## src/hdl/pidc_pkg.sv

```systemverilog
// Shared types and constants for the clamped PID controller.
package pidc_pkg;

  // Default sizes, Q(DATA_WIDTH-FRAC_BITS).FRAC_BITS
  localparam int DATA_WIDTH_DEF = 32;
  localparam int FRAC_BITS_DEF  = 16;

  // Error filter weight: Q1.16, unsigned, one is 1 << 16
  localparam int          COEF_W    = 17;
  localparam int          COEF_FRAC = 16;
  localparam logic [16:0] COEF_ONE  = 17'h10000;

  // Whole part output width
  localparam int WHOLE_W = 16;

  // Configuration register index
  localparam int CFG_IDX_W = 3;

  typedef enum logic [CFG_IDX_W-1:0] {
    REG_PROP_GAIN      = 3'd0,
    REG_INTEGRAL_GAIN  = 3'd1,
    REG_DERIV_GAIN     = 3'd2,
    REG_FILTER_COEF    = 3'd3,
    REG_INTEGRAL_LIMIT = 3'd4,
    REG_OUTPUT_LIMIT   = 3'd5,
    REG_DERIV_MODE     = 3'd6
  } reg_idx_e;

  // Control step sequencer
  typedef enum logic [3:0] {
    S_IDLE,
    S_FLOAD,
    S_FMUL,
    S_FADD,
    S_INTEG,
    S_PMUL,
    S_ILOAD,
    S_IMUL,
    S_DLOAD,
    S_DMUL,
    S_DADD,
    S_CLAMP,
    S_OUT
  } state_e;

endpackage

```

## src/hdl/pidc_req_if.sv

```systemverilog
// Request channel: target, measurement and gyro rate.
interface pidc_req_if #(
  parameter int DATA_WIDTH = pidc_pkg::DATA_WIDTH_DEF
);
  logic                         valid;
  logic                         ready;
  logic signed [DATA_WIDTH-1:0] target;
  logic signed [DATA_WIDTH-1:0] measured;
  logic signed [DATA_WIDTH-1:0] gyro_rate;

  modport source (output valid, output target, output measured, output gyro_rate,
                  input ready);
  modport sink   (input valid, input target, input measured, input gyro_rate,
                  output ready);
endinterface

```

## src/hdl/pidc_res_if.sv

```systemverilog
// Result channel: clamped drive and its whole part.
interface pidc_res_if #(
  parameter int DATA_WIDTH = pidc_pkg::DATA_WIDTH_DEF
);
  import pidc_pkg::*;

  logic                         valid;
  logic                         ready;
  logic signed [DATA_WIDTH-1:0] drive;
  logic signed [WHOLE_W-1:0]    drive_whole;

  modport source (output valid, output drive, output drive_whole, input ready);
  modport sink   (input valid, input drive, input drive_whole, output ready);
endinterface

```

## src/hdl/pid_controller_clamped.sv

```systemverilog
// Clamped PID controller with a shared bit-serial shift-add multiplier.
// Each product (filter, P, I, D) runs on an MW-bit multiplier, one multiplier bit
//   per cycle, MW = max(DATA_WIDTH, 18); mode 1 skips the filter product.
// A new request is taken only when idle, once the previous step has finished.
// A finished result waits in the output register while the next request runs.
// Reset (async, active low) clears the configuration registers, state, result valid, integral and last error.
module pid_controller_clamped #(
  parameter int DATA_WIDTH = pidc_pkg::DATA_WIDTH_DEF,
  parameter int FRAC_BITS  = pidc_pkg::FRAC_BITS_DEF
) (
  input  logic                                clk_i,
  input  logic                                rst_ni,
  input  logic                                cfg_we_i,
  input  logic [pidc_pkg::CFG_IDX_W-1:0]      cfg_idx_i,
  input  logic [((DATA_WIDTH > pidc_pkg::COEF_W) ? DATA_WIDTH
                 : pidc_pkg::COEF_W)-1:0]     cfg_data_i,
  pidc_req_if.sink                            req_i,
  pidc_res_if.source                          res_o
);
  import pidc_pkg::*;

  localparam int DW    = DATA_WIDTH;
  localparam int FB    = FRAC_BITS;
  localparam int EW    = DW + 1;
  localparam int MW    = (DW > COEF_W) ? DW : COEF_W + 1;
  localparam int PW    = EW + MW;
  localparam int SW    = PW + 2;
  localparam int CNT_W = $clog2(MW);
  localparam int QW    = DW - FB;
  localparam int XW    = (QW > WHOLE_W) ? QW : WHOLE_W;

  // Configuration registers
  logic signed [DW-1:0]     kp_q, ki_q, kd_q;
  logic [COEF_W-1:0]        coef_q;
  logic [DW-2:0]            ilim_q, olim_q;
  logic                     mode_q;

  // Controller state and working registers
  state_e                   state_q, state_d;
  logic signed [DW-1:0]     err_q, err_d;
  logic signed [DW-1:0]     prev_q, prev_d;
  logic signed [DW-1:0]     int_q, int_d;
  logic signed [DW-1:0]     gyro_q, gyro_d;
  logic signed [PW-1:0]     mcand_q, mcand_d;
  logic [MW-1:0]            mplier_q, mplier_d;
  logic signed [PW-1:0]     acc_q, acc_d;
  logic [CNT_W-1:0]         cnt_q, cnt_d;
  logic signed [SW-1:0]     sum_q, sum_d;
  logic signed [DW-1:0]     drive_q, drive_d;
  logic                     res_valid_q, res_valid_d;
  logic signed [DW-1:0]     res_drive_q, res_drive_d;
  logic signed [WHOLE_W-1:0] res_whole_q, res_whole_d;

  logic                     req_accept;

  // Error with saturation
  logic signed [EW-1:0]     diff;
  logic signed [DW-1:0]     err_sat;

  // Multiplier step and operands
  logic signed [PW-1:0]     addend;
  logic                     mul_last;
  logic                     mul_load;
  logic signed [EW-1:0]     ld_mcand;
  logic [MW-1:0]            ld_mplier;
  logic [COEF_W-1:0]        coef_eff;

  // Derived terms
  logic signed [EW-1:0]     err_x, prev_x, int_x;
  logic signed [EW-1:0]     filt_term;
  logic signed [SW-1:0]     gain_term;
  logic signed [EW-1:0]     int_sum, ilim_x;
  logic signed [DW-1:0]     int_clamp;
  logic signed [SW-1:0]     olim_x;
  logic signed [DW-1:0]     sum_clamp;
  logic signed [DW-1:0]     drive_adj;
  logic signed [QW-1:0]     whole_q;
  logic signed [XW-1:0]     whole_x;
  logic signed [WHOLE_W-1:0] whole_sat;

  assign req_i.ready       = (state_q == S_IDLE);
  assign req_accept        = req_i.valid && req_i.ready;
  assign res_o.valid       = res_valid_q;
  assign res_o.drive       = res_drive_q;
  assign res_o.drive_whole = res_whole_q;

  // Configuration writes
  always_ff @(posedge clk_i or negedge rst_ni) begin
    if (!rst_ni) begin
      kp_q   <= '0;
      ki_q   <= '0;
      kd_q   <= '0;
      coef_q <= '0;
      ilim_q <= '0;
      olim_q <= '0;
      mode_q <= 1'b0;
    end else if (cfg_we_i) begin
      unique case (cfg_idx_i)
        REG_PROP_GAIN:      kp_q   <= cfg_data_i[DW-1:0];
        REG_INTEGRAL_GAIN:  ki_q   <= cfg_data_i[DW-1:0];
        REG_DERIV_GAIN:     kd_q   <= cfg_data_i[DW-1:0];
        REG_FILTER_COEF:    coef_q <= cfg_data_i[COEF_W-1:0];
        REG_INTEGRAL_LIMIT: ilim_q <= cfg_data_i[DW-2:0];
        REG_OUTPUT_LIMIT:   olim_q <= cfg_data_i[DW-2:0];
        REG_DERIV_MODE:     mode_q <= cfg_data_i[0];
        default: ;
      endcase
    end
  end

  // target - measured, saturated to the data range
  assign diff = EW'(req_i.target) - EW'(req_i.measured);
  always_comb begin
    if (diff[EW-1] != diff[EW-2]) begin
      err_sat = diff[EW-1] ? {1'b1, {(DW-1){1'b0}}} : {1'b0, {(DW-1){1'b1}}};
    end else begin
      err_sat = diff[DW-1:0];
    end
  end

  // Shift-add step: sign bit of the multiplier carries negative weight
  assign addend   = mplier_q[0] ? mcand_q : '0;
  assign mul_last = (cnt_q == CNT_W'(MW - 1));
  assign coef_eff = (coef_q > COEF_ONE) ? COEF_ONE : coef_q;

  assign err_x  = EW'(err_q);
  assign prev_x = EW'(prev_q);
  assign int_x  = EW'(int_q);

  // Filter: err + floor(coef * (prev - err) / 2^16)
  assign filt_term = EW'(acc_q >>> COEF_FRAC);
  // Gain product shifted down, floor rounding
  assign gain_term = SW'(acc_q >>> FB);

  // Integral clamp
  assign int_sum = int_x + err_x;
  assign ilim_x  = EW'({1'b0, ilim_q});
  always_comb begin
    if (int_sum > ilim_x) begin
      int_clamp = DW'(ilim_x);
    end else if (int_sum < -ilim_x) begin
      int_clamp = DW'(-ilim_x);
    end else begin
      int_clamp = DW'(int_sum);
    end
  end

  // Output clamp
  assign olim_x = SW'({1'b0, olim_q});
  always_comb begin
    if (sum_q > olim_x) begin
      sum_clamp = DW'(olim_x);
    end else if (sum_q < -olim_x) begin
      sum_clamp = DW'(-olim_x);
    end else begin
      sum_clamp = DW'(sum_q);
    end
  end

  // Whole part, truncated toward zero, saturated to 16 bits
  assign drive_adj = drive_q[DW-1] ? drive_q + DW'((1 << FB) - 1) : drive_q;
  assign whole_q   = QW'(drive_adj >>> FB);
  assign whole_x   = XW'(whole_q);
  always_comb begin
    if (whole_x > XW'(16'sh7fff)) begin
      whole_sat = 16'sh7fff;
    end else if (whole_x < XW'(16'sh8000)) begin
      whole_sat = 16'sh8000;
    end else begin
      whole_sat = WHOLE_W'(whole_x);
    end
  end

  // Sequencer: next state and datapath control
  always_comb begin
    state_d     = state_q;
    err_d       = err_q;
    prev_d      = prev_q;
    int_d       = int_q;
    gyro_d      = gyro_q;
    mcand_d     = mcand_q;
    mplier_d    = mplier_q;
    acc_d       = acc_q;
    cnt_d       = cnt_q;
    sum_d       = sum_q;
    drive_d     = drive_q;
    res_valid_d = res_valid_q;
    res_drive_d = res_drive_q;
    res_whole_d = res_whole_q;
    mul_load    = 1'b0;
    ld_mcand    = err_x;
    ld_mplier   = MW'(kp_q);

    if (res_valid_q && res_o.ready) begin
      res_valid_d = 1'b0;
    end

    unique case (state_q)
      S_IDLE: begin
        if (req_accept) begin
          err_d   = err_sat;
          gyro_d  = req_i.gyro_rate;
          state_d = mode_q ? S_INTEG : S_FLOAD;
        end
      end
      S_FLOAD: begin
        mul_load  = 1'b1;
        ld_mcand  = prev_x - err_x;
        ld_mplier = MW'(coef_eff);
        state_d   = S_FMUL;
      end
      S_FADD: begin
        err_d   = DW'(err_x + filt_term);
        state_d = S_INTEG;
      end
      S_INTEG: begin
        int_d     = int_clamp;
        mul_load  = 1'b1;
        ld_mcand  = err_x;
        ld_mplier = MW'(kp_q);
        state_d   = S_PMUL;
      end
      S_ILOAD: begin
        sum_d     = gain_term;
        mul_load  = 1'b1;
        ld_mcand  = int_x;
        ld_mplier = MW'(ki_q);
        state_d   = S_IMUL;
      end
      S_DLOAD: begin
        sum_d     = sum_q + gain_term;
        mul_load  = 1'b1;
        ld_mcand  = mode_q ? EW'(gyro_q) : (err_x - prev_x);
        ld_mplier = MW'(kd_q);
        state_d   = S_DMUL;
      end
      S_FMUL, S_PMUL, S_IMUL, S_DMUL: begin
        acc_d    = mul_last ? acc_q - addend : acc_q + addend;
        mcand_d  = mcand_q <<< 1;
        mplier_d = mplier_q >> 1;
        cnt_d    = cnt_q + CNT_W'(1);
        if (mul_last) begin
          unique case (state_q)
            S_FMUL:  state_d = S_FADD;
            S_PMUL:  state_d = S_ILOAD;
            S_IMUL:  state_d = S_DLOAD;
            default: state_d = S_DADD;
          endcase
        end
      end
      S_DADD: begin
        // gyro mode negates the floored product
        sum_d   = mode_q ? sum_q - gain_term : sum_q + gain_term;
        state_d = S_CLAMP;
      end
      S_CLAMP: begin
        drive_d = sum_clamp;
        state_d = S_OUT;
      end
      S_OUT: begin
        if (!res_valid_q || res_o.ready) begin
          res_valid_d = 1'b1;
          res_drive_d = drive_q;
          res_whole_d = whole_sat;
          prev_d      = err_q;
          state_d     = S_IDLE;
        end
      end
      default: state_d = S_IDLE;
    endcase

    // Multiplier start: load operands, clear accumulator and counter
    if (mul_load) begin
      mcand_d  = PW'(ld_mcand);
      mplier_d = ld_mplier;
      acc_d    = '0;
      cnt_d    = '0;
    end
  end

  // Control state
  always_ff @(posedge clk_i or negedge rst_ni) begin
    if (!rst_ni) begin
      state_q     <= S_IDLE;
      res_valid_q <= 1'b0;
      int_q       <= '0;
      prev_q      <= '0;
      cnt_q       <= '0;
    end else begin
      state_q     <= state_d;
      res_valid_q <= res_valid_d;
      int_q       <= int_d;
      prev_q      <= prev_d;
      cnt_q       <= cnt_d;
    end
  end

  // Datapath registers
  always_ff @(posedge clk_i) begin
    err_q       <= err_d;
    gyro_q      <= gyro_d;
    mcand_q     <= mcand_d;
    mplier_q    <= mplier_d;
    acc_q       <= acc_d;
    sum_q       <= sum_d;
    drive_q     <= drive_d;
    res_drive_q <= res_drive_d;
    res_whole_q <= res_whole_d;
  end

endmodule

```

## src/flat_wrapper.sv

```systemverilog
// flat-port wrapper written by rule: the top's interface ports become plain ports
module pid_controller_clamped_flat import pidc_pkg::*;
#(
  parameter int DATA_WIDTH = pidc_pkg::DATA_WIDTH_DEF,
  parameter int FRAC_BITS  = pidc_pkg::FRAC_BITS_DEF
)
  (clk_i, rst_ni, cfg_we_i, cfg_idx_i, cfg_data_i, req_i_valid, req_i_target, req_i_measured, req_i_gyro_rate, req_i_ready, res_o_valid, res_o_drive, res_o_drive_whole, res_o_ready);
  pidc_req_if #(.DATA_WIDTH(DATA_WIDTH)) req_i_i ();
  pidc_res_if #(.DATA_WIDTH(DATA_WIDTH)) res_o_i ();
  input  logic clk_i;
  input  logic rst_ni;
  input  logic cfg_we_i;
  input  logic [pidc_pkg::CFG_IDX_W-1:0] cfg_idx_i;
  input  logic [((DATA_WIDTH > pidc_pkg::COEF_W) ? DATA_WIDTH
                 : pidc_pkg::COEF_W)-1:0] cfg_data_i;
  input wire logic [$bits(req_i_i.valid)-1:0] req_i_valid;
  input wire logic [$bits(req_i_i.target)-1:0] req_i_target;
  input wire logic [$bits(req_i_i.measured)-1:0] req_i_measured;
  input wire logic [$bits(req_i_i.gyro_rate)-1:0] req_i_gyro_rate;
  output wire logic [$bits(req_i_i.ready)-1:0] req_i_ready;
  output wire logic [$bits(res_o_i.valid)-1:0] res_o_valid;
  output wire logic [$bits(res_o_i.drive)-1:0] res_o_drive;
  output wire logic [$bits(res_o_i.drive_whole)-1:0] res_o_drive_whole;
  input wire logic [$bits(res_o_i.ready)-1:0] res_o_ready;
  assign req_i_i.valid = req_i_valid;
  assign req_i_i.target = req_i_target;
  assign req_i_i.measured = req_i_measured;
  assign req_i_i.gyro_rate = req_i_gyro_rate;
  assign req_i_ready = req_i_i.ready;
  assign res_o_valid = res_o_i.valid;
  assign res_o_drive = res_o_i.drive;
  assign res_o_drive_whole = res_o_i.drive_whole;
  assign res_o_i.ready = res_o_ready;
  pid_controller_clamped #(.DATA_WIDTH(DATA_WIDTH), .FRAC_BITS(FRAC_BITS)) u_core (.clk_i(clk_i), .rst_ni(rst_ni), .cfg_we_i(cfg_we_i), .cfg_idx_i(cfg_idx_i), .cfg_data_i(cfg_data_i), .req_i(req_i_i), .res_o(res_o_i));
endmodule
```

## config.mk

```make
export PLATFORM = sky130hd
export DESIGN_NAME = pid_controller_clamped_flat
export DESIGN_NICKNAME = d
export VERILOG_FILES = /design/src/hdl/pidc_pkg.sv /design/src/hdl/pidc_req_if.sv /design/src/hdl/pidc_res_if.sv /design/src/hdl/pid_controller_clamped.sv /design/src/flat_wrapper.sv
export SDC_FILE = /design/constraint.sdc
export NUM_CORES = 2
export LEC_CHECK = 0
export ABC_AREA = 0
export BUFFER_PORTS_ARGS = -buffer_cell sky130_fd_sc_hd__buf_2
export CAP_MARGIN = 20
export CORE_MARGIN = 4
export CORE_UTILIZATION = 30
export CTS_BUF_LIST = sky130_fd_sc_hd__clkbuf_8
export DETAILED_ROUTE_END_ITERATION = 8
export HOLD_SLACK_MARGIN = 0.02
export PLACE_DENSITY = 0.52
export RECOVER_POWER = 25
export SYNTH_ARGS = -nofsm -noshare
export SYNTH_HDL_FRONTEND = slang
export SYNTH_SLANG_ARGS = --single-unit
```

## constraint.sdc

```tcl
create_clock -name clk_i -period 17.2 [get_ports clk_i]
set_input_delay 1.72 -clock clk_i [delete_from_list [all_inputs] [get_ports clk_i]]
set_output_delay 1.72 -clock clk_i [all_outputs]
set_load 0.1 [all_outputs]
```

# Yosys cells after proc, flatten, opt, wreduce, memory -nomap -nowiden
# Index checks and enable logic that the tools add are counted.
# totals
elab_cells,121
output_inout_bits,50
input_bits,136
register_bits,623
# classes
add_sub_neg,13
muxes,34
reduce_logical,22
magnitude_cmp,7
n_eq_ne,23
# ops
cell,count
2-to-1 mux 32 bit,9
2-to-1 mux 65 bit,4
case mux 67 bit (3 select lines),1
case mux 33 bit (3 select lines),1
subtractor 32 x 32 -> 33 bit,3
case mux 32 bit (3 select lines),1
adder 67 x 49 -> 67 bit,1
> comparator 67 x 32 -> 1 bit,1
< comparator 67 bit,1
2-to-1 mux 67 bit,1
negation 31 -> 67 bit,1
subtractor 67 x 49 -> 67 bit,1
adder 65 bit,1
subtractor 65 bit,1
case mux 32 bit (2 select lines),1
case mux 4 bit (10 select lines),1
adder 32 x 32 -> 33 bit,1
> comparator 33 x 32 -> 1 bit,1
< comparator 33 bit,1
2-to-1 mux 33 bit,1
negation 31 -> 33 bit,1
adder 32 x 17 -> 32 bit (second input constant),1
adder 32 bit,1
2-to-1 mux 31 bit,1
other kinds (32),62

# Logic depth before layout (Yosys ltp)
# logic_depth
depth_word,5
depth_mapped,31
mapped_depth_nobuf,25

# Worst setup path before layout
# Ideal clock, no wire load.
# synth_timing
kind,register to register
from,register u_core.mplier_q[0]
to,register u_core.acc_q[60]
path_buffers,7
t_arrival_ns,6.218
setup_ns,0.274
path_stages_with_launch,31
path_slack_ns,10.707
period_less_slack_ns,6.493
required_time_ns,16.926
path_cell_list,edfxtp_1 -> clkbuf_1 -> clkbuf_1 -> clkbuf_1 -> clkbuf_1 -> clkbuf_1 -> nand2_1 -> ha_1 -> a21boi_0 -> nand2_1 -> a21o_1 -> a21oi_1 -> nor2_1 -> or2_2 -> clkbuf_1 -> clkbuf_1 -> o211ai_1 -> ha_1 -> a21o_1 -> or3b_2 -> nand3_1 -> a21oi_1 -> or4_4 -> a31o_4 -> a211oi_4 -> o21ai_1 -> a21bo_2 -> a31oi_4 -> o21ai_1 -> xnor2_1 -> o22ai_1
# synth_between
elab_chain_cells,3
elab_cells_between_ends,4
cone_classes,2 x add/sub; 2 x mux
# synth_rtl
element,line_no,source
from (decl),pid_controller_clamped.sv:45,"logic [MW-1:0] mplier_q, mplier_d;"
from (signal assigned),pid_controller_clamped.sv:303,mplier_q <= mplier_d;
2-to-1 mux 65 bit (*),pid_controller_clamped.sv:122,assign addend = mplier_q[0] ? mcand_q : '0;
adder 65 bit or subtractor 65 bit (tied branches),pid_controller_clamped.sv:238,acc_d = mul_last ? acc_q - addend : acc_q + addend;
2-to-1 mux 65 bit (*),pid_controller_clamped.sv:238,
to (signal assigned),pid_controller_clamped.sv:304,acc_q <= acc_d;
to (decl),pid_controller_clamped.sv:46,"logic signed [PW-1:0] acc_q, acc_d;"
# Every way passes the cells marked *; elsewhere a longest branch is shown, timed or not.
# A chain may end at the register's enable or synchronous reset.

# Final worst setup path
# layout_timing
from,register u_core.mplier_q[0]
to,register u_core.acc_q[63]
# Same word-level chain as after synthesis.

==> summary.md <==
| Metric | Value |
|---|---|
| Status | `finished with violations` |
| Failing checks | `capacitance limit, slew limit` |
| Initial core utilization | `30.3%` |
| Floorplan die area | `0.183 mm2` |
| Worst Hold Path Cells | `2` |
| Setup clock skew after layout | `81.3 ps` |
| Longest Clk Path Bufs | `3` |
| Unrepaired setup endpoints after global routing | `no` |
| Post-route ant nets | `0` |
| Critical Path Fanout Max | `26` |
| VDD IR max | `120 uV` |
| Part of the total power dissipated in sequential elements | `23.8%` |
| Power per standard cell area | `204 mW/mm2` |
| Arrival time of data at the critical path endpoint | `7460 ps` |
| Pre-CTS setup slack | `10680 ps` |
| Area delta synth->final | `11.0%` |
| HPWL Detailed | `147000 um` |
| F_max | `0.148 GHz` |
| Remaining Overflow, GRT | `0` |
| Hold path startpoint | `u_core.acc_q[6]` |
| Critical path cell sequence | `nand2_1, ha_1, a21boi_0, nand2_1, a21o_1, a21oi_1, nor2_1, or2_2, o211ai_1, ha_1, nand2_1, or3_1, a21o_1, a31oi_1, a41oi_1, o31ai_1, a311o_1, a31oi_1, o31ai_1, xnor2_1, o22ai_1` |
| Number of buffers inserted by post-CTS setup repair | `0` |
| Synth cell types | `104` |
| Cell with the largest stage delay on the worst path | `sky130_fd_sc_hd__edfxtp_1` |
| Number of antenna violations at the first check in global routing | `14` |
| Non-filler instance count after layout | `8676` |
| Initial DRT Pass Iterations | `7` |
| Final worst-path cycle share | `39.2%` |
| Sequential-to-total area share from yosys stat | `31.8%` |
| Slew Limit Headroom | `-286%` |
| Worst reg2reg setup slack | `10460 ps` |
| Total global routing track utilization | `20.5%` |
| Clock latency on the worst-skew pair | `880 ps` |
| Aggregate routed wire length | `194000 um` |
| Die width | `427 um` |
| Net count reported at finish | `6904` |
| Final-layout setup total negative slack | `0 ps` |
| CP Launch Type | `flip-flop` |
| Clock tree from TritonCTS | `yes` |
| Number of failing setup endpoints in the final timing report | `0` |
| Warnings from Yosys | `0` |
| Total via count in the routed design | `48146` |
| RR Endpoint | `u_core.acc_q[63]` |
| Number of DRC markers after the initial detailed-route iteration | `3855` |
| Number of buffers inserted during clock tree synthesis | `119` |
| Share of Yosys cell area claimed by the top area cell type | `17.5%` |
| Count of final hold-check violations | `0` |
| Dominant register cell in the synthesized netlist | `sky130_fd_sc_hd__edfxtp_1` |
| Synthesized instance count | `6180` |
| Clock input transition at the sequential cells of the worst setup and hold paths | `70 ps` |
| Commonest non-fill, non-tap cell in the layout | `sky130_fd_sc_hd__nand2_1` |
| Post-synthesis async set-or-reset flop share | `40.1%` |
| Class of the most critical setup path | `flip-flop to flip-flop` |
| Sw Ratio | `51.2%` |
| CP endpoint kind | `flip-flop` |
| Slew of the pin with the lowest slew margin | `5800 ps` |
| Net switching power | `6110 uW` |
| Post-route minimum period | `6740 ps` |
| Floorplan row count | `153` |
| Number of cells in the design after placement | `8443` |
| Hold-critical path endpoint | `u_core.acc_q[6]` |
| Power share of the clock group | `13.1%` |
| Post-synthesis cell area | `0.0528 mm2` |
| Number of max-cap violations | `6` |
| Post-synth EDFFs | `308` |
| CTS Hold Buffers Added | `0` |
| Vias in the first global route | `46227` |
| TritonCTS sink count | `623` |
| Number of gates resized after cts | `0` |
| Crit Reg-Reg Startpoint | `u_core.mplier_q[0]` |
| Total of flip-flops plus latches after synthesis | `623` |
| Die height | `427 um` |
| Leakage dissipation | `0.0248 uW` |
| Logic gate share of total power | `63.1%` |
| Leading post-synthesis cells by cell area | `sky130_fd_sc_hd__edfxtp_1 18%, sky130_fd_sc_hd__ha_1 12%, sky130_fd_sc_hd__dfrtp_1 12%` |
| Delay contributed by the slowest stage of the critical path | `880 ps` |
| Mean instance size in the synthesized netlist | `8.54 um2` |
| Nets in the synthesized netlist | `6844` |
| WL per Instance | `22.4 um` |
| Leading cell types in the layout, fill and taps excluded | `583 x sky130_fd_sc_hd__nand2_1, 578 x sky130_fd_sc_hd__a21oi_1, 519 x sky130_fd_sc_hd__ha_1` |
| Min-delay worst type | `flip-flop to flip-flop` |
| Final number of max-transition violations | `309` |
| Count of buffers inserted at the top-level ports | `185` |
| Final critical-path setup slack | `10460 ps` |
| Number of cell instances on the worst register-to-register path | `21` |
| Number of fillers in the final layout | `18303` |
| Cell at the root of the clock tree | `sky130_fd_sc_hd__clkbuf_8` |
| Level count of the clock H-tree | `3` |
| Final weighted congestion in routability-driven placement | `0.938` |
| Share of post-route cells with drive strength above 1 | `10.8%` |
| P_int | `5830 uW` |
| Placeable core region | `0.174 mm2` |
| Count of pins on the block boundary | `186` |
| Maximum number of pins on one net before global-route repair | `94` |
| Number of remaining DRC errors | `0` |
| Worst path most repeated cell | `sky130_fd_sc_hd__nand2_1` |
| First-pass GRT wire length | `292000 um` |
| Detail-routed via count per cell | `5.55` |
| Critical Path RT | `17920 ps` |
| Leading area contributor after synthesis | `sky130_fd_sc_hd__edfxtp_1` |
-- cell type report --
type | count | area (um2) | share of cell area (%)
diodes | 5 | 12.5 | 0.0213
multi-input cells | 4833 | 33400 | 57.0
clock buffers | 135 | 1860 | 3.17
well taps | 2325 | 2910 | 4.96
repair buffers | 263 | 1490 | 2.54
clock inverters | 92 | 643 | 1.10
inverters | 400 | 1500 | 2.57
flip-flops and latches | 623 | 16800 | 28.7
-- Yosys cell counts, types with 65 or more instances --
| master | number |
|---|---|
| sky130_fd_sc_hd__a21o_1 | 236 |
| sky130_fd_sc_hd__a21oi_1 | 580 |
| sky130_fd_sc_hd__clkbuf_1 | 286 |
| sky130_fd_sc_hd__dfrtp_1 | 250 |
| sky130_fd_sc_hd__dfxtp_1 | 65 |
| sky130_fd_sc_hd__edfxtp_1 | 308 |
| sky130_fd_sc_hd__ha_1 | 520 |
| sky130_fd_sc_hd__inv_1 | 396 |
| sky130_fd_sc_hd__mux2_2 | 161 |
| sky130_fd_sc_hd__nand2_1 | 584 |
| sky130_fd_sc_hd__nand2b_1 | 72 |
| sky130_fd_sc_hd__nand3_1 | 120 |
| sky130_fd_sc_hd__nand4_1 | 91 |
| sky130_fd_sc_hd__nor2_1 | 435 |
| sky130_fd_sc_hd__nor2b_1 | 69 |
| sky130_fd_sc_hd__nor3_1 | 103 |
| sky130_fd_sc_hd__o21ai_0 | 457 |
| sky130_fd_sc_hd__o21bai_1 | 75 |
| sky130_fd_sc_hd__xnor2_1 | 246 |
| sky130_fd_sc_hd__xor2_1 | 120 |
-- power by group through the flow --
stage / logic (uW) / registers (uW) / clock network [uW]
6_report: 7530 / 2850 / 1560
3_5_place_dp: 7380 / 2860 / 0
2_1_floorplan: 5450 / 2650 / 0
5_1_grt: 8320 / 2880 / 1670
4_1_cts: 7440 / 2840 / 1610
3_3_place_gp: 7350 / 2850 / 0
-- registers in the layout, summed over array words and instances, names as in the netlist, 32 cells and up --
name,count
u_core.mplier_q,32
u_core.acc_q,65
u_core.sum_q,67
u_core.drive_q,32
u_core.int_q,32
u_core.mcand_q,65
u_core.prev_q,32
u_core.res_o.drive,32
u_core.kd_q,32
u_core.gyro_q,32
u_core.err_q,32
u_core.ki_q,32
u_core.kp_q,32
-- worst max-delay path, delay by kind of cell, from the launching register on --
kind | cells | cell delay, ps
AOI/OAI and AO/OA | 12 | 3310
and+or+nand+nor | 6 | 1480
DFF | 1 | 880
adders and majority gates | 2 | 720
xor gates and xnor gates | 1 | 160
-- cells by family after synthesis --
group / after synthesis / share of synthesized area [%]
multiplexers: 198 / 4.14
buffers and inverters: 724 / 5.18
AO/OA/AOI/OAI: 2042 / 25.0
adder cells (fa/ha/maj): 533 / 12.7
XOR/XNOR: 366 / 6.07
flip-flops: 623 / 31.8
AND/OR/NAND/NOR: 1694 / 15.0
-- worst max path at each step --
stage	start	endpoint	slack [ps]	depth (start not counted)
3_3_place_gp	u_core.mcand_q[14]	u_core.acc_q[64]	10610	22
5_1_grt	rst_ni	u_core.mode_q	9230	1
6_report	u_core.mplier_q[0]	u_core.acc_q[63]	10460	21
2_1_floorplan	u_core.mplier_q[0]	u_core.acc_q[60]	10710	30
3_5_place_dp	u_core.mcand_q[14]	u_core.acc_q[64]	10680	22
4_1_cts	u_core.mcand_q[14]	u_core.acc_q[64]	10640	22
-- stage by stage --
step	area [um2]	power, uW	hold slack (ps)	util [%]
final	58600	11900	458	33.6
after global placement	56100	10200	443	32.2
after detailed placement	56100	10200	453	32.2
after CTS	58600	11900	462	33.6
after global routing	58600	12900	473	33.6
after floorplan	52800	8100	427	-
-- per-layer routing --
layer | vias to the layer above | global-route usage, % | wire length, um
met5 | - | 0 | 13
met4 | 2 | 6.91 | 7110
met3 | 301 | 2.46 | 10000
li1 | 22838 | - | -
met2 | 1474 | 34.9 | 92600
met1 | 23531 | 26.9 | 84700
Note: power is estimated with default switching activity, not from simulation.
